$ cat config.mk
export PLATFORM = sky130hd
export DESIGN_NAME = ipv6_ndp_header_classifier
export DESIGN_NICKNAME = d
export VERILOG_FILES = /design/src/hw/rtl/ndpc_pkg.sv /design/src/hw/rtl/ndpc_front.sv /design/src/hw/rtl/ndpc_fifo.sv /design/src/hw/rtl/ndpc_back.sv /design/src/hw/rtl/ipv6_ndp_header_classifier.sv
export SDC_FILE = /design/constraint.sdc
export NUM_CORES = 1
export LEC_CHECK = 0
export ABC_CLOCK_PERIOD_IN_PS = 4800
export BUFFER_PORTS_ARGS = -buffer_cell sky130_fd_sc_hd__buf_2
export CELL_PAD_IN_SITES_DETAIL_PLACEMENT = 2
export CELL_PAD_IN_SITES_GLOBAL_PLACEMENT = 2
export CORE_MARGIN = 2
export CORE_UTILIZATION = 46
export CTS_BUF_LIST = sky130_fd_sc_hd__clkbuf_2 sky130_fd_sc_hd__clkbuf_4 sky130_fd_sc_hd__clkbuf_8
export DETAILED_ROUTE_END_ITERATION = 8
export PLACE_DENSITY = 0.95
export SLEW_MARGIN = 20
export SYNTH_ARGS = -nofsm -noshare
export SYNTH_HDL_FRONTEND = slang
export SYNTH_SLANG_ARGS = --single-unit
export TNS_END_PERCENT = 1
$ cat constraint.sdc
create_clock -name clk -period 4.8 [get_ports clk]
set_input_delay 0.72 -clock clk [delete_from_list [all_inputs] [get_ports clk]]
set_output_delay 0.72 -clock clk [all_outputs]
set_load 0.005 [all_outputs]
$ cat src/hw/rtl/ndpc_pkg.sv
// ndpc_pkg: shared types, constants and helper functions for the ipv6 ndp header classifier
// no dependencies; used by every module under hw/rtl

package ndpc_pkg;

	localparam int MAX_FRAME_BYTES_DEF = 2048;
	localparam int FIFO_DEPTH          = 2;

	localparam logic [15:0] ETYPE_IP6      = 16'h86DD;
	localparam logic [7:0]  NH_HOP_BY_HOP  = 8'd0;
	localparam logic [7:0]  NH_ROUTING     = 8'd43;
	localparam logic [7:0]  NH_FRAGMENT    = 8'd44;
	localparam logic [7:0]  NH_ICMPV6      = 8'd58;
	localparam logic [7:0]  NH_DEST_OPTS   = 8'd60;
	localparam logic [7:0]  HOP_LIMIT_OK   = 8'd255;
	localparam logic [7:0]  NDP_TYPE_LO    = 8'd133;
	localparam logic [7:0]  NDP_TYPE_HI    = 8'd137;
	localparam logic [7:0]  ADDR_MCAST     = 8'hFF;
	localparam logic [10:0] OFFSET_MAX     = 11'd2047;

	// byte positions in the frame
	localparam int POS_MAC_SRC_FIRST = 6;
	localparam int POS_MAC_SRC_LAST  = 11;
	localparam int POS_MAC_SRC_END   = 12;
	localparam int POS_ETYPE_HI      = 12;
	localparam int POS_ETYPE_LO      = 13;
	localparam int POS_ETYPE_END     = 14;
	localparam int POS_NEXT_HDR      = 20;
	localparam int POS_HOP_LIMIT     = 21;
	localparam int POS_IP_SRC_FIRST  = 22;
	localparam int POS_IP_SRC_LAST   = 37;
	localparam int POS_CHAIN_START   = 54;

	typedef enum logic [3:0] {
		PH_WALK  = 4'b0001,
		PH_LEN   = 4'b0010,
		PH_FOUND = 4'b0100,
		PH_STOP  = 4'b1000
	} phase_t;

	// raw verdict from the front, masked by the back
	typedef struct packed {
		logic        ipv6;
		logic        src_zero;
		logic        found;
		logic [10:0] offset;
		logic [7:0]  icmp_type;
		logic        mac_bad;
		logic        src_mcast;
		logic        hop_ok;
	} verdict_t;

	typedef struct packed {
		logic full;
		logic empty;
	} fifo_status_t;

	// ipv6 all-nodes multicast mac 33:33:00:00:00:01
	function automatic logic [7:0] mac_multi_byte(input logic [2:0] pos);
		logic [7:0] r;
		unique case (pos)
			3'd0:    r = 8'h33;
			3'd1:    r = 8'h33;
			3'd5:    r = 8'h01;
			default: r = 8'h00;
		endcase
		return r;
	endfunction

	function automatic logic is_ext_header(input logic [7:0] nh);
		logic r;
		unique case (nh) inside
			NH_HOP_BY_HOP, NH_ROUTING, NH_FRAGMENT, NH_DEST_OPTS: r = 1'b1;
			default:                                            r = 1'b0;
		endcase
		return r;
	endfunction

endpackage

$ cat src/hw/rtl/ndpc_front.sv
// ndpc_front: per-byte frame parser, walks the extension header chain
// depends on ndpc_pkg; pushes one raw verdict per frame into the queue

module ndpc_front #(
	parameter int MAX_FRAME_BYTES = ndpc_pkg::MAX_FRAME_BYTES_DEF
) (
	input  logic               clk,
	input  logic               arst_n,
	input  logic               take,
	input  logic [7:0]         data_byte,
	input  logic               last_byte,
	output logic               push,
	output ndpc_pkg::verdict_t verdict
);

	localparam int IDXW = $clog2(MAX_FRAME_BYTES + 1);
	localparam int SW   = $clog2(MAX_FRAME_BYTES);
	localparam int OFW  = (IDXW > 11) ? IDXW : 11;
	localparam int NXW  = OFW + 1;

	logic [IDXW-1:0]        idx_q, idx_d;
	logic [15:0]            etype_q, etype_d;
	logic [2:0]             mac_q, mac_d;
	logic                   src_zero_q, src_zero_d;
	logic [7:0]             src_first_q, src_first_d;
	logic [7:0]             hop_q, hop_d;
	logic [7:0]             nh_q, nh_d;
	logic [SW-1:0]          start_q, start_d;
	ndpc_pkg::phase_t       phase_q, phase_d;
	logic [10:0]            off_q, off_d;
	logic [7:0]             type_q, type_d;

	logic                   in_range;
	logic [IDXW-1:0]        mac_off;
	logic [OFW-1:0]         idx_wide;
	logic [NXW-1:0]         hdr_len;
	logic [NXW-1:0]         next_start;
	logic [2:0]             mac_eff;

	assign in_range   = idx_q < IDXW'(MAX_FRAME_BYTES);
	assign mac_off    = idx_q - IDXW'(ndpc_pkg::POS_MAC_SRC_FIRST);
	assign idx_wide   = OFW'(idx_q);
	assign hdr_len    = (NXW'(data_byte) + NXW'(1)) << 3;
	assign next_start = NXW'(start_q) + hdr_len;

	always_comb begin
		idx_d       = idx_q;
		etype_d     = etype_q;
		mac_d       = mac_q;
		src_zero_d  = src_zero_q;
		src_first_d = src_first_q;
		hop_d       = hop_q;
		nh_d        = nh_q;
		start_d     = start_q;
		phase_d     = phase_q;
		off_d       = off_q;
		type_d      = type_q;
		if (in_range) begin
			idx_d = idx_q + IDXW'(1);
			if (idx_q >= IDXW'(ndpc_pkg::POS_MAC_SRC_FIRST) &&
			    idx_q <= IDXW'(ndpc_pkg::POS_MAC_SRC_LAST)) begin
				if (data_byte != 8'h00) mac_d[0] = 1'b0;
				if (data_byte != 8'hFF) mac_d[1] = 1'b0;
				if (data_byte != ndpc_pkg::mac_multi_byte(mac_off[2:0])) mac_d[2] = 1'b0;
			end
			if (idx_q == IDXW'(ndpc_pkg::POS_ETYPE_HI) ||
			    idx_q == IDXW'(ndpc_pkg::POS_ETYPE_LO))
				etype_d = {etype_q[7:0], data_byte};
			if (idx_q == IDXW'(ndpc_pkg::POS_NEXT_HDR)) nh_d = data_byte;
			if (idx_q == IDXW'(ndpc_pkg::POS_HOP_LIMIT)) hop_d = data_byte;
			if (idx_q == IDXW'(ndpc_pkg::POS_IP_SRC_FIRST)) src_first_d = data_byte;
			if (idx_q >= IDXW'(ndpc_pkg::POS_IP_SRC_FIRST) &&
			    idx_q <= IDXW'(ndpc_pkg::POS_IP_SRC_LAST) && data_byte != 8'h00)
				src_zero_d = 1'b0;

			unique case (phase_q) inside
				ndpc_pkg::PH_WALK: begin
					if (idx_q == IDXW'(start_q)) begin
						if (ndpc_pkg::is_ext_header(nh_q)) begin
							nh_d    = data_byte;
							phase_d = ndpc_pkg::PH_LEN;
						end else if (nh_q == ndpc_pkg::NH_ICMPV6) begin
							off_d   = (idx_wide > OFW'(ndpc_pkg::OFFSET_MAX)) ?
							          ndpc_pkg::OFFSET_MAX : idx_wide[10:0];
							type_d  = data_byte;
							phase_d = ndpc_pkg::PH_FOUND;
						end else begin
							phase_d = ndpc_pkg::PH_STOP;
						end
					end
				end
				ndpc_pkg::PH_LEN: begin
					if (idx_q == IDXW'(start_q) + IDXW'(1)) begin
						if (next_start >= NXW'(MAX_FRAME_BYTES)) begin
							phase_d = ndpc_pkg::PH_STOP;
						end else begin
							start_d = next_start[SW-1:0];
							phase_d = ndpc_pkg::PH_WALK;
						end
					end
				end
				ndpc_pkg::PH_FOUND, ndpc_pkg::PH_STOP: begin
				end
				default: begin
					phase_d = ndpc_pkg::PH_STOP;
				end
			endcase
		end
	end

	// mac bytes never received count as zero
	assign mac_eff = (idx_d < IDXW'(ndpc_pkg::POS_MAC_SRC_END)) ? {2'b00, mac_d[0]} : mac_d;

	always_comb begin
		verdict.ipv6      = (idx_d >= IDXW'(ndpc_pkg::POS_ETYPE_END)) &&
		                    (etype_d == ndpc_pkg::ETYPE_IP6);
		verdict.src_zero  = src_zero_d;
		verdict.found     = (phase_d == ndpc_pkg::PH_FOUND);
		verdict.offset    = off_d;
		verdict.icmp_type = type_d;
		verdict.mac_bad   = |mac_eff;
		verdict.src_mcast = (src_first_d == ndpc_pkg::ADDR_MCAST);
		verdict.hop_ok    = (hop_d == ndpc_pkg::HOP_LIMIT_OK);
	end

	assign push = take & last_byte;

	always_ff @(posedge clk or negedge arst_n) begin
		if (!arst_n) begin
			idx_q       <= '0;
			etype_q     <= '0;
			mac_q       <= 3'b111;
			src_zero_q  <= 1'b1;
			src_first_q <= '0;
			hop_q       <= '0;
			nh_q        <= '0;
			start_q     <= SW'(ndpc_pkg::POS_CHAIN_START);
			phase_q     <= ndpc_pkg::PH_WALK;
			off_q       <= '0;
			type_q      <= '0;
		end else if (take) begin
			if (last_byte) begin
				idx_q       <= '0;
				etype_q     <= '0;
				mac_q       <= 3'b111;
				src_zero_q  <= 1'b1;
				src_first_q <= '0;
				hop_q       <= '0;
				nh_q        <= '0;
				start_q     <= SW'(ndpc_pkg::POS_CHAIN_START);
				phase_q     <= ndpc_pkg::PH_WALK;
				off_q       <= '0;
				type_q      <= '0;
			end else begin
				idx_q       <= idx_d;
				etype_q     <= etype_d;
				mac_q       <= mac_d;
				src_zero_q  <= src_zero_d;
				src_first_q <= src_first_d;
				hop_q       <= hop_d;
				nh_q        <= nh_d;
				start_q     <= start_d;
				phase_q     <= phase_d;
				off_q       <= off_d;
				type_q      <= type_d;
			end
		end
	end

endmodule

$ cat src/hw/rtl/ndpc_fifo.sv
// ndpc_fifo: short verdict queue between the parser and the output stage
// depends on ndpc_pkg

module ndpc_fifo (
	input  logic                   clk,
	input  logic                   arst_n,
	input  logic                   push,
	input  ndpc_pkg::verdict_t     wr_data,
	input  logic                   pop,
	output ndpc_pkg::verdict_t     rd_data,
	output ndpc_pkg::fifo_status_t status
);

	localparam int DEPTH = ndpc_pkg::FIFO_DEPTH;
	localparam int PW    = (DEPTH > 1) ? $clog2(DEPTH) : 1;
	localparam int CW    = $clog2(DEPTH + 1);

	ndpc_pkg::verdict_t mem_q [DEPTH];
	logic [PW-1:0]      wr_ptr_q;
	logic [PW-1:0]      rd_ptr_q;
	logic [CW-1:0]      count_q;

	assign status.full  = (count_q == CW'(DEPTH));
	assign status.empty = (count_q == '0);
	assign rd_data      = mem_q[rd_ptr_q];

	always_ff @(posedge clk) begin
		if (push) mem_q[wr_ptr_q] <= wr_data;
	end

	always_ff @(posedge clk or negedge arst_n) begin
		if (!arst_n) begin
			wr_ptr_q <= '0;
			rd_ptr_q <= '0;
			count_q  <= '0;
		end else begin
			if (push)
				wr_ptr_q <= (wr_ptr_q == PW'(DEPTH - 1)) ? '0 : wr_ptr_q + PW'(1);
			if (pop)
				rd_ptr_q <= (rd_ptr_q == PW'(DEPTH - 1)) ? '0 : rd_ptr_q + PW'(1);
			if (push && !pop)
				count_q <= count_q + CW'(1);
			else if (pop && !push)
				count_q <= count_q - CW'(1);
		end
	end

	a_count_bound: assert property (@(posedge clk) disable iff (!arst_n)
		count_q <= CW'(DEPTH)) else $error("queue count above depth");

	a_no_pop_empty: assert property (@(posedge clk) disable iff (!arst_n)
		pop |-> !status.empty) else $error("pop from empty queue");

	a_no_push_full: assert property (@(posedge clk) disable iff (!arst_n)
		push |-> (!status.full || pop)) else $error("push into full queue");

	a_count_step: assert property (@(posedge clk) disable iff (!arst_n)
		(push && !pop) |=> count_q == $past(count_q) + CW'(1))
		else $error("queue count not incremented");

endmodule

$ cat src/hw/rtl/ndpc_back.sv
// ndpc_back: output stage, masks raw verdicts into result fields and holds them
// depends on ndpc_pkg; drained from ndpc_fifo

module ndpc_back (
	input  logic                   clk,
	input  logic                   arst_n,
	input  ndpc_pkg::verdict_t     rd_data,
	input  ndpc_pkg::fifo_status_t status,
	output logic                   pop,
	output logic                   verdict_valid,
	input  logic                   verdict_ready,
	output logic                   is_ipv6,
	output logic                   src_specified,
	output logic                   is_icmpv6,
	output logic [10:0]            icmp_offset,
	output logic [7:0]             icmp_type,
	output logic                   is_ndp,
	output logic                   eth_src_broadcast,
	output logic                   ip_src_multicast,
	output logic                   hop_limit_bad
);

	logic        valid_q;
	logic        found;
	logic        ipv6_q, spec_q, icmp_q, ndp_q, mac_q, mcast_q, hop_q;
	logic [10:0] off_q;
	logic [7:0]  type_q;

	assign pop   = !status.empty && (!valid_q || verdict_ready);
	assign found = rd_data.ipv6 && rd_data.found;

	always_ff @(posedge clk or negedge arst_n) begin
		if (!arst_n) valid_q <= 1'b0;
		else if (pop) valid_q <= 1'b1;
		else if (verdict_ready) valid_q <= 1'b0;
	end

	always_ff @(posedge clk) begin
		if (pop) begin
			ipv6_q  <= rd_data.ipv6;
			spec_q  <= rd_data.ipv6 && !rd_data.src_zero;
			icmp_q  <= found;
			off_q   <= found ? rd_data.offset : '0;
			type_q  <= found ? rd_data.icmp_type : '0;
			ndp_q   <= found && rd_data.icmp_type >= ndpc_pkg::NDP_TYPE_LO &&
			           rd_data.icmp_type <= ndpc_pkg::NDP_TYPE_HI;
			mac_q   <= rd_data.mac_bad;
			mcast_q <= rd_data.ipv6 && rd_data.src_mcast;
			hop_q   <= rd_data.ipv6 && !rd_data.hop_ok;
		end
	end

	assign verdict_valid     = valid_q;
	assign is_ipv6           = ipv6_q;
	assign src_specified     = spec_q;
	assign is_icmpv6         = icmp_q;
	assign icmp_offset       = off_q;
	assign icmp_type         = type_q;
	assign is_ndp            = ndp_q;
	assign eth_src_broadcast = mac_q;
	assign ip_src_multicast  = mcast_q;
	assign hop_limit_bad     = hop_q;

endmodule

$ cat src/hw/rtl/ipv6_ndp_header_classifier.sv
// ipv6_ndp_header_classifier: top level, byte parser, verdict queue and output stage
// depends on ndpc_pkg, ndpc_front, ndpc_fifo, ndpc_back
// throughput: one frame byte per cycle, back-to-back frames of any length, while verdicts drain
// verdict path: the last byte's verdict is written into the queue, then registered at the output once it is free
// input stalls only when the two-entry queue is full behind a verdict held at the output
// reset: asynchronous, clears parser state, queue pointers and the output valid

module ipv6_ndp_header_classifier #(
	parameter int MAX_FRAME_BYTES = ndpc_pkg::MAX_FRAME_BYTES_DEF
) (
	input  logic        clk,
	input  logic        arst_n,
	input  logic        data_valid,
	output logic        data_ready,
	input  logic [7:0]  data_byte,
	input  logic        last_byte,
	output logic        verdict_valid,
	input  logic        verdict_ready,
	output logic        is_ipv6,
	output logic        src_specified,
	output logic        is_icmpv6,
	output logic [10:0] icmp_offset,
	output logic [7:0]  icmp_type,
	output logic        is_ndp,
	output logic        eth_src_broadcast,
	output logic        ip_src_multicast,
	output logic        hop_limit_bad
);

	logic                   take;
	logic                   push;
	logic                   pop;
	ndpc_pkg::verdict_t     wr_data;
	ndpc_pkg::verdict_t     rd_data;
	ndpc_pkg::fifo_status_t status;

	assign data_ready = !status.full;
	assign take       = data_valid && data_ready;

	ndpc_front #(
		.MAX_FRAME_BYTES(MAX_FRAME_BYTES)
	) u_front (
		.clk      (clk),
		.arst_n   (arst_n),
		.take     (take),
		.data_byte(data_byte),
		.last_byte(last_byte),
		.push     (push),
		.verdict  (wr_data)
	);

	ndpc_fifo u_fifo (
		.clk    (clk),
		.arst_n (arst_n),
		.push   (push),
		.wr_data(wr_data),
		.pop    (pop),
		.rd_data(rd_data),
		.status (status)
	);

	ndpc_back u_back (
		.clk              (clk),
		.arst_n           (arst_n),
		.rd_data          (rd_data),
		.status           (status),
		.pop              (pop),
		.verdict_valid    (verdict_valid),
		.verdict_ready    (verdict_ready),
		.is_ipv6          (is_ipv6),
		.src_specified    (src_specified),
		.is_icmpv6        (is_icmpv6),
		.icmp_offset      (icmp_offset),
		.icmp_type        (icmp_type),
		.is_ndp           (is_ndp),
		.eth_src_broadcast(eth_src_broadcast),
		.ip_src_multicast (ip_src_multicast),
		.hop_limit_bad    (hop_limit_bad)
	);

endmodule

==> results of run 1 <==
[cells in the final DEF (no fill, tap or decap), drive strengths merged, types with 8 or more instances in the layout]
cell type / n
a21oi: 18
a22oi: 49
and3: 8
buf: 46
clkbuf: 17
dfrtp: 85
dfstp: 8
edfxtp: 76
ha: 18
inv: 31
mux2: 20
mux2i: 20
nand2: 103
nand3: 15
nand4: 10
nor2: 52
nor3: 12
o21ai: 91
xnor2: 20
xor2: 13
[power by group through the flow]
stage	registers, uW	logic (uW)	clock network (uW)
6_report	1970	966	1070
3_5_place_dp	1980	902	0
5_1_grt	1990	1030	1120
2_1_floorplan	1890	576	0
3_3_place_gp	1930	802	0
4_1_cts	1970	956	1070
[per-layer routing]
| layer | GRT usage | wire (um) | vias to the layer above |
|---|---|---|---|
| met5 | 0 | 28 | - |
| met4 | 0.195 | 1870 | 4 |
| met3 | 0.0773 | 2330 | 150 |
| met2 | 0.597 | 16600 | 409 |
| met1 | 0.392 | 12200 | 3671 |
| li1 | - | - | 2936 |
[kinds of logic after synthesis]
family / Yosys count
simple gates: 248
compound gates: 212
flops: 169
buf+inv: 77
mux: 40
xor+xnor: 33
fa+ha+maj: 19
[worst max-delay path: cells and delay by family, from the launching register on]
kind                   cells  cell delay [ns]
AND/OR/NAND/NOR            3             1.40
buffers and inverters      1             0.45
AO/OA/AOI/OAI              2             0.67
flip-flops                 1             0.92
[stage by stage]
step                cell area [um2]  worst slack (ns)   util  std cells
floorplan                      8550              1.56      -        798
global placement               8850              1.37  0.489       1021
detailed placement             8860              1.14  0.490       1021
CTS                            9240              1.24  0.511       1053
global route                   9250              1.07  0.511       1053
finish                         9250              1.07  0.511       1053
[final timing paths]
| path | start | endpoint |
|---|---|---|
| setup / recovery | u_front.idx_q[2] | u_fifo.mem_q[0][3] |
| hold / removal | arst_n | u_front.idx_q[10] |
| setup reg to reg | u_front.idx_q[2] | u_fifo.mem_q[0][3] |
| hold reg to reg | u_front.off_q[0] | u_front.off_q[0] |
| max in group asynchronous | arst_n | u_front.mac_q[2] |
| min in group clk | verdict_ready | u_back.verdict_valid |
[final cells by class]
type	count	area, um2	area share
Multi-Input combinational cell	552	3610	0.390
Clock buffer	17	234	0.0253
Clock inverter	15	154	0.0166
Inverter	25	93.8	0.0102
Timing Repair Buffer	46	248	0.0268
Sequential cell	169	4620	0.500
Tap cell	229	287	0.0310
[state kept, by name, indices dropped and copies added, names as in the netlist, 9 cells and up]
register,flops
u_fifo.mem_q,50
u_front.off_q,11
u_front.start_q,9
u_front.idx_q,12
u_back.icmp_offset,11
u_front.etype_q,16
==> qor.yml, run 1 <==
finish:
  drive_above_1_share: 0.147
  nets: 843
  fillers: 1803
  diodes: 0
  synthToLayoutAreaGrowth_pct: 8.15
grt:
  grt_pass1_wl_um: 49900
  grt_max_degree: 66
  grtUsageTotal: 0.344
  grt-ovfl-total: 0
  first_global_vias: 7944
  antenna_found_initial: 2
drt:
  viasPerCell: 6.81
  drt_wl_total_um: 33100
  drtIter0Drc: 669
  firstDrtPassIters: 5
  drc: 0
  vias: 7170
  wl_per_cell_um: 31.4
  ant_nets: 0
yosys:
  yosysTopAreaCell: "edfxtp_1"
  syn_nets: 830
  synth.area.mux_share: 0.0550
  yosys.area_share.adder: 0.0287
  synthFlopType: "dfrtp_1"
  synth_top_area_frac: 0.267
  synth_common_cells: "103 x nand2_1, 85 x dfrtp_1, 76 x edfxtp_1"
  netlist_area_mm2: 0.00855
  synth_enable_flop_cells: 76
  yosys.cell_count.top_type: "nand2_1"
  synth_xor_area_frac: 0.0338
  syn_inst: 798
  yosys.area_share.simple: 0.144
  synth_warnings: 0
  yosysSeqAreaShare: 0.540
  ys_types: 69
  synth_top_family_by_area: "compound AO/OA/AOI/OAI gates"
  ys_ff_latch: 169
  syn_avg_cell_area_um2: 10.7
  postSynth.asyncResetShare: 0.550
  synth_top_cells_by_area: "edfxtp_1 27%, dfrtp_1 25%, nand2_1 4.5%"
  synth-compound-area-share: 0.160
clock_network:
  root_buffer: "clkbuf_8"
  clock_path_buffers: 2
  cts.sinks: 169
  postCtsSetupRepairBufs: 0
  cts_made_buffers: 17
  cts-resized-gates: 0
  cts_max_level: 4
  tritoncts: "yes"
  clkTransAtPathRegs_ns: 0.10
  clk_latency_ns: 0.52
  postCtsHoldBufs: 0
critical_path:
  crit_chain: "and3_1, o211ai_1, nand2b_1, or4_1, buf_4, o21ai_0"
  worstPathRequired_ns: 5.02
  worst_setup_path_end_kind: "flip-flop"
  reg2reg_depth: 6
  slowest_stage: "dfrtp_1"
  crit_fanout: 25
  cp_slowest_stage_delay_ns: 0.92
  crit_type: "reg -> reg"
  r2r_slack_ns: 1.07
  crit_path_start_kind: "flip-flop"
  arrival_ns: 3.95
timing:
  slew_violations: 0
  tns_ns: 0
  fin_crit_ns: 3.73
  whs_ns: 0.346
  max_freq_mhz: 268
  setup_viol: 0
  clock_skew_ns: 0.0450
  rsz0062_at_grt: "no"
  max-slew-margin-rel: 0.288
  fin_crit_sh: 0.777
  tightest_slew_ns: 1.06
  hold_viol_final: 0
power:
  seqPwrFrac: 0.492
  irDropWorstVdd_v: 0.000176
  switchingPower_uw: 1520
  total_power_uw: 4000
  p_per_area_mw_per_mm2: 433
  switching_share: 0.380
  clock_power_share: 0.267
  intPower_uw: 2480
  comb_power_share: 0.241
  p_leak_uw: 0.00364
hold_path:
  min_path_type: "in -> async"
place:
  dpl.hpwl_um: 20600
  place.gp.congestion: 0.869
  portBuffers: 40
die:
  dieArea_mm2: 0.0197
  die_height_um: 140
  io_pins: 41
  design.core.area_mm2: 0.0181
  start_util: 0.473
  row_count: 49
  die_x_um: 140
run_status:
  status: "finished, final reports clean"
flow_run:
  drv_cap: 0
No activity file was read; power rests on OpenSTA's default activity.
==> run 2, diff against run 1 <==
--- a/config.mk
+++ b/config.mk
@@ -5,15 +5,15 @@
 export SDC_FILE = /design/constraint.sdc
 export NUM_CORES = 1
 export LEC_CHECK = 0
-export ABC_CLOCK_PERIOD_IN_PS = 4800
+export ABC_CLOCK_PERIOD_IN_PS = 3200
 export BUFFER_PORTS_ARGS = -buffer_cell sky130_fd_sc_hd__buf_2
 export CELL_PAD_IN_SITES_DETAIL_PLACEMENT = 2
 export CELL_PAD_IN_SITES_GLOBAL_PLACEMENT = 2
 export CORE_MARGIN = 2
-export CORE_UTILIZATION = 46
+export CORE_UTILIZATION = 39
 export CTS_BUF_LIST = sky130_fd_sc_hd__clkbuf_2 sky130_fd_sc_hd__clkbuf_4 sky130_fd_sc_hd__clkbuf_8
 export DETAILED_ROUTE_END_ITERATION = 8
-export PLACE_DENSITY = 0.95
+export PLACE_DENSITY = 0.9
 export SLEW_MARGIN = 20
 export SYNTH_ARGS = -nofsm -noshare
 export SYNTH_HDL_FRONTEND = slang
==> constraint.sdc (replaced) <==
create_clock -name clk -period 3.2 [get_ports clk]
set_input_delay 0.48 -clock clk [delete_from_list [all_inputs] [get_ports clk]]
set_output_delay 0.48 -clock clk [all_outputs]
set_load 0.005 [all_outputs]
==> run 2 against run 1 <==
  * Clock power up 51%
  * Count of clock-buffer cells in the layout unchanged
  * Flip-flop and latch count unchanged
  * Die area up 17%
  * Setup slack worse by 0.85 ns
  * Sequential share of layout area down 1.6 points
  * Cell area up 3.3%
  * Fmax up 25%
  * Combinational power up 42%
  * Clock skew down 0.026 ns
==> qor.yml, run 2 (synthesized netlist as in run 1, its figures left out) <==
clock_network:
  clk_latency_ns: 0.47
  clkTransAtPathRegs_ns: 0.11
  cts_made_buffers: 17
  clock_path_buffers: 2
  cts.sinks: 169
  tritoncts: "yes"
  postCtsSetupRepairBufs: 0
  cts_max_level: 4
  postCtsHoldBufs: 0
  root_buffer: "clkbuf_8"
drt:
  drc: 0
  firstDrtPassIters: 4
  vias: 6576
  ant_nets: 0
  drtIter0Drc: 403
  drt_wl_total_um: 25800
  wl_per_cell_um: 22.8
  viasPerCell: 5.81
finish:
  synthToLayoutAreaGrowth_pct: 11.8
  nets: 871
  largest_register_ffs: 50
  top_register: "u_fifo.mem_q"
  diodes: 0
  drive_above_1_share: 0.175
  fillers: 2286
  mostFrequentLayoutCell: "nand2_1"
  final_cell_mix: "102 x nand2_1, 85 x dfrtp_1, 76 x edfxtp_1"
  top_regs: "u_fifo.mem_q (50), u_front.etype_q (16), u_front.idx_q (12)"
timing:
  slew_violations: 0
  max-slew-margin-rel: 0.484
  clock_skew_ns: 0.0187
  setup_viol: 0
  whs_ns: 0.0567
  tns_ns: 0
  fin_crit_sh: 0.931
  max_freq_mhz: 336
  tightest_slew_ns: 0.767
  hold_viol_final: 0
  fin_crit_ns: 2.98
  rsz0062_at_grt: "no"
die:
  dieArea_mm2: 0.0231
  die_x_um: 152
  start_util: 0.394
  io_pins: 41
  row_count: 54
  die_height_um: 152
  design.core.area_mm2: 0.0217
critical_path:
  crit_path_start_kind: "flip-flop"
  worst_setup_path_end_kind: "flip-flop"
  crit_fanout: 29
  worstPathRequired_ns: 3.37
  crit_type: "reg -> reg"
  arrival_ns: 3.15
power:
  irDropWorstVdd_v: 0.000237
  p_leak_uw: 0.00381
  p_per_area_mw_per_mm2: 611
grt:
  grt_pass1_wl_um: 41400
  grt_max_degree: 56
  antenna_found_initial: 0
  grt-ovfl-total: 0
  grtUsageTotal: 0.228
  first_global_vias: 7253
flow_run:
  drv_cap: 0
run_status:
  status: "finished, final reports clean"
place:
  dpl.hpwl_um: 18400
  place.gp.congestion: 0.811
  portBuffers: 40
hold_path:
  min_path_type: "in -> async"
[run 2: changes by cell type in the layout (fill, tap and decap cells not counted), moves of 2 or more]
cell        change
buf_4          +28
clkinv_4        +2
clkinvlp_4      -3
nor2_2          +2
[run 2: per-stage QoR]
| stage | cells | instance area, um2 | worst slack (ns) | utilization | power (uW) |
|---|---|---|---|---|---|
| 2_1_floorplan | 798 | 8550 | 0.203 | - | 3700 |
| 3_3_place_gp | 1100 | 9130 | 0.217 | 0.421 | 4170 |
| 3_5_place_dp | 1100 | 9130 | 0.00276 | 0.421 | 4280 |
| 4_1_cts | 1132 | 9550 | 0.222 | 0.440 | 5900 |
| 5_1_grt | 1132 | 9550 | 0.0926 | 0.441 | 6140 |
| 6_report | 1132 | 9550 | 0.221 | 0.441 | 5840 |
[run 2: final cells by class]
type	instances	area (um2)	area share
clock inverter	15	193	0.0202
timing repair buffer	74	458	0.0479
multi-input combinational	552	3610	0.377
clock buffer	17	234	0.0245
sequential	169	4620	0.483
inverter	25	93.8	0.00982
tap	280	350	0.0367
[run 2: worst max-delay path, cell delays in order (launching register included)]
cell      delay (ns)
dfrtp_1         0.68
xor2_1          0.17
nor4_2          0.31
nand2b_1        0.13
or4_1           0.46
buf_4           0.27
o21ai_0         0.64
[run 2: worst paths after layout]
kind,start,end,slack [ns],depth (start not counted)
max in group asynchronous,arst_n,u_front.off_q[7],2.29,2
min in group clk,verdict_ready,u_back.verdict_valid,0.26,3
hold / removal,arst_n,u_front.etype_q[15],0.06,1
setup / recovery,u_front.idx_q[5],u_fifo.mem_q[1][4],0.22,6
setup reg to reg,u_front.idx_q[5],u_fifo.mem_q[1][4],0.22,6
hold reg to reg,u_back.verdict_valid,u_back.verdict_valid,0.51,2
[run 2: power by group]
group,switching [uW],total (uW),internal (uW)
clock network,953,1620,672
logic,861,1370,504
registers,194,2850,2660
[run 2: repair_timing]
item	CTS	global route
resized for setup	0	1
endpoints found under the hold margin	0	0
endpoints found under the setup margin	0	3
[run 2: layer usage]
| layer | GRT usage | share of wire | up-vias |
|---|---|---|---|
| met5 | 0 | 0 | - |
| met4 | 0.0561 | 0.016 | 0 |
| met3 | 0.0382 | 0.032 | 33 |
| met2 | 0.404 | 0.52 | 154 |
| met1 | 0.290 | 0.43 | 3398 |
| li1 | - | - | 2991 |
==> run 3, diff against run 2 <==
--- a/config.mk
+++ b/config.mk
@@ -5,7 +5,7 @@
 export SDC_FILE = /design/constraint.sdc
 export NUM_CORES = 1
 export LEC_CHECK = 0
-export ABC_CLOCK_PERIOD_IN_PS = 3200
+export ABC_CLOCK_PERIOD_IN_PS = 2500
 export BUFFER_PORTS_ARGS = -buffer_cell sky130_fd_sc_hd__buf_2
 export CELL_PAD_IN_SITES_DETAIL_PLACEMENT = 2
 export CELL_PAD_IN_SITES_GLOBAL_PLACEMENT = 2
==> constraint.sdc (replaced) <==
create_clock -name clk -period 2.5 [get_ports clk]
set_input_delay 0.375 -clock clk [delete_from_list [all_inputs] [get_ports clk]]
set_output_delay 0.375 -clock clk [all_outputs]
set_load 0.005 [all_outputs]
==> run 3 against run 2 <==
  * The flow now finishes with violations (negative setup slack)
  * Wire length up 14%
  * Count of clock-buffer cells in the layout increased by 2
  * Sequential power up 28%
  * Clock skew grew 0.0097 ns
  * Cell count up 6.2%
  * Worst hold slack better by 0.11 ns
  * First-iteration DRC count is 19% higher
  * Combinational power up 47%
  * Fmax grew 12%
  * Die area did not move
  * Power up 30%
  * Critical path type unchanged
  * Largest cell class unchanged
==> qor.yml, run 3 (synthesized netlist as in run 1, its figures left out) <==
drt:
  drtIter0Drc: 481
  viasPerCell: 5.83
  vias: 7013
  wl_per_cell_um: 24.4
  ant_nets: 0
  drc: 0
  firstDrtPassIters: 8
  drt_wl_total_um: 29300
timing:
  slew_violations: 0
  max_freq_mhz: 375
  tightest_slew_ns: 0.619
  setup_viol: 49
  clock_skew_ns: 0.0283
  fin_ws_ns: -0.170
  max-slew-margin-rel: 0.588
  hold_viol_final: 0
  fin_crit_sh: 1.07
  rsz0062_at_grt: "yes"
  fin_crit_ns: 2.67
place:
  dpl.cell_count: 1164
  dpl.hpwl_um: 19800
  dpl_cell_area_mm2: 0.00966
  portBuffers: 40
  place.gp.congestion: 0.791
  place_ws_ns: -0.587
finish:
  top_regs: "u_fifo.mem_q (50), u_front.etype_q (16), u_front.idx_q (12)"
  final_cell_mix: "102 x nand2_1, 99 x buf_4, 82 x dfrtp_1"
  nets: 941
  drive_above_1_share: 0.259
  diodes: 0
  mostFrequentLayoutCell: "nand2_1"
  largest_register_ffs: 50
  postLayoutCoreUtil: 0.468
  synthToLayoutAreaGrowth_pct: 18.8
  fin_cells: 1202
  finalInstanceArea_mm2: 0.0102
  top_register: "u_fifo.mem_q"
critical_path:
  crit_fanout: 8
  worst_r2r_startpoint: "u_front.start_q[3]"
  r2r_slack_ns: -0.17
  crit_type: "reg -> reg"
  cpMostUsedCell: "o211ai_1"
  worstPathRequired_ns: 2.91
  reg2reg_depth: 10
  worst_setup_path_end_kind: "flip-flop"
  startpoint: "u_front.start_q[3]"
  slowest_stage: "dfrtp_1"
  crit_path_start_kind: "flip-flop"
  arrival_ns: 3.08
  cp_slowest_stage_delay_ns: 0.40
  crit_chain: "ha_2, inv_2, fa_2, nor2b_2, o211ai_1, a31oi_2, mux2_4, o211ai_1, a21oi_4, a2bb2oi_1"
grt:
  grt_max_degree: 54
  grt-ovfl-total: 0
  grtUsageTotal: 0.257
  antenna_found_initial: 0
  first_global_vias: 7915
  grt_pass1_wl_um: 46300
clock_network:
  clkTransAtPathRegs_ns: 0.12
  cts_made_buffers: 17
  clk_latency_ns: 0.49
  cts_max_level: 4
  cts.sinks: 169
  root_buffer: "clkbuf_8"
  tritoncts: "yes"
  clock_path_buffers: 2
hold_path:
  min_path_type: "in -> reg"
  holdPathStages: 3
  holdCritStartpoint: "verdict_ready"
die:
  dieArea_mm2: 0.0231
  die_height_um: 152
  io_pins: 41
  start_util: 0.394
  die_x_um: 152
  row_count: 54
  design.core.area_mm2: 0.0217
run_status:
  violations: "negative setup slack"
  status: "finished with violations"
power:
  irDropWorstVdd_v: 0.000487
  p_leak_uw: 0.00416
  p_per_area_mw_per_mm2: 746
flow_run:
  drv_cap: 0
[run 3: changes by cell type in the layout (fill, tap and decap cells not counted), moves of 4 or more]
cell,before,now
buf_4,35,99
o21ai_0,70,65
buf_12,0,4
clkinv_8,4,0
o21ai_2,0,4
[run 3: layout make-up]
type / instances / area, um2
sequential: 169 / 4620
multi-input combinational: 552 / 3690
tap: 280 / 350
clock buffer: 19 / 246
timing repair buffer: 144 / 1040
fill: 2218 / 11500
clock inverter: 13 / 110
inverter: 25 / 93.8
[run 3: metal layers]
metal | track usage | vias to the layer above | routed length [um]
met2 | 0.455 | 188 | 15500
li1 | - | 3119 | -
met3 | 0.0476 | 59 | 1090
met4 | 0.109 | 0 | 860
met1 | 0.307 | 3647 | 11900
met5 | 0 | - | 0
[run 3: what timing repair did]
item | CTS | global route
pin swaps | 7 | 6
resized for setup | 17 | 7
setup buffers | 5 | 1
setup endpoints to repair | 60 | 85
hold buffers | 1 | 0
endpoints found under the hold margin | 38 | 0
[run 3: where the power goes]
part | internal [uW] | switching, uW | total (uW)
sequential | 3400 | 241 | 3640
clock | 734 | 1180 | 1920
combinational | 784 | 1230 | 2010
[run 3: path summary, 6_finish.rpt]
path	endpoint
setup / recovery	u_front.start_q[5]
hold / removal	u_back.verdict_valid
setup reg to reg	u_front.start_q[5]
hold reg to reg	u_back.verdict_valid
max in group asynchronous	u_front.src_zero_q
min in group asynchronous	u_front.nh_q[2]
[run 3: through the flow]
step	hold slack, ns	TNS [ns]	total power (uW)
final	0.166	-3.90	7570
after global routing	0.167	-7.15	7950
after CTS	0.143	-3.07	7610
after detailed placement	0.418	-5.12	5650
after global placement	0.427	-2.34	5480
after floorplan	0.0794	-1.16	4740
[run 3: worst max-delay path: cells and delay by family, from the launching register on]
family          cells  cell delay, ns
fa+ha+maj           2            0.60
simple gates        1            0.15
flops               1            0.40
buf+inv             1            0.05
mux                 1            0.33
compound gates      5            1.05
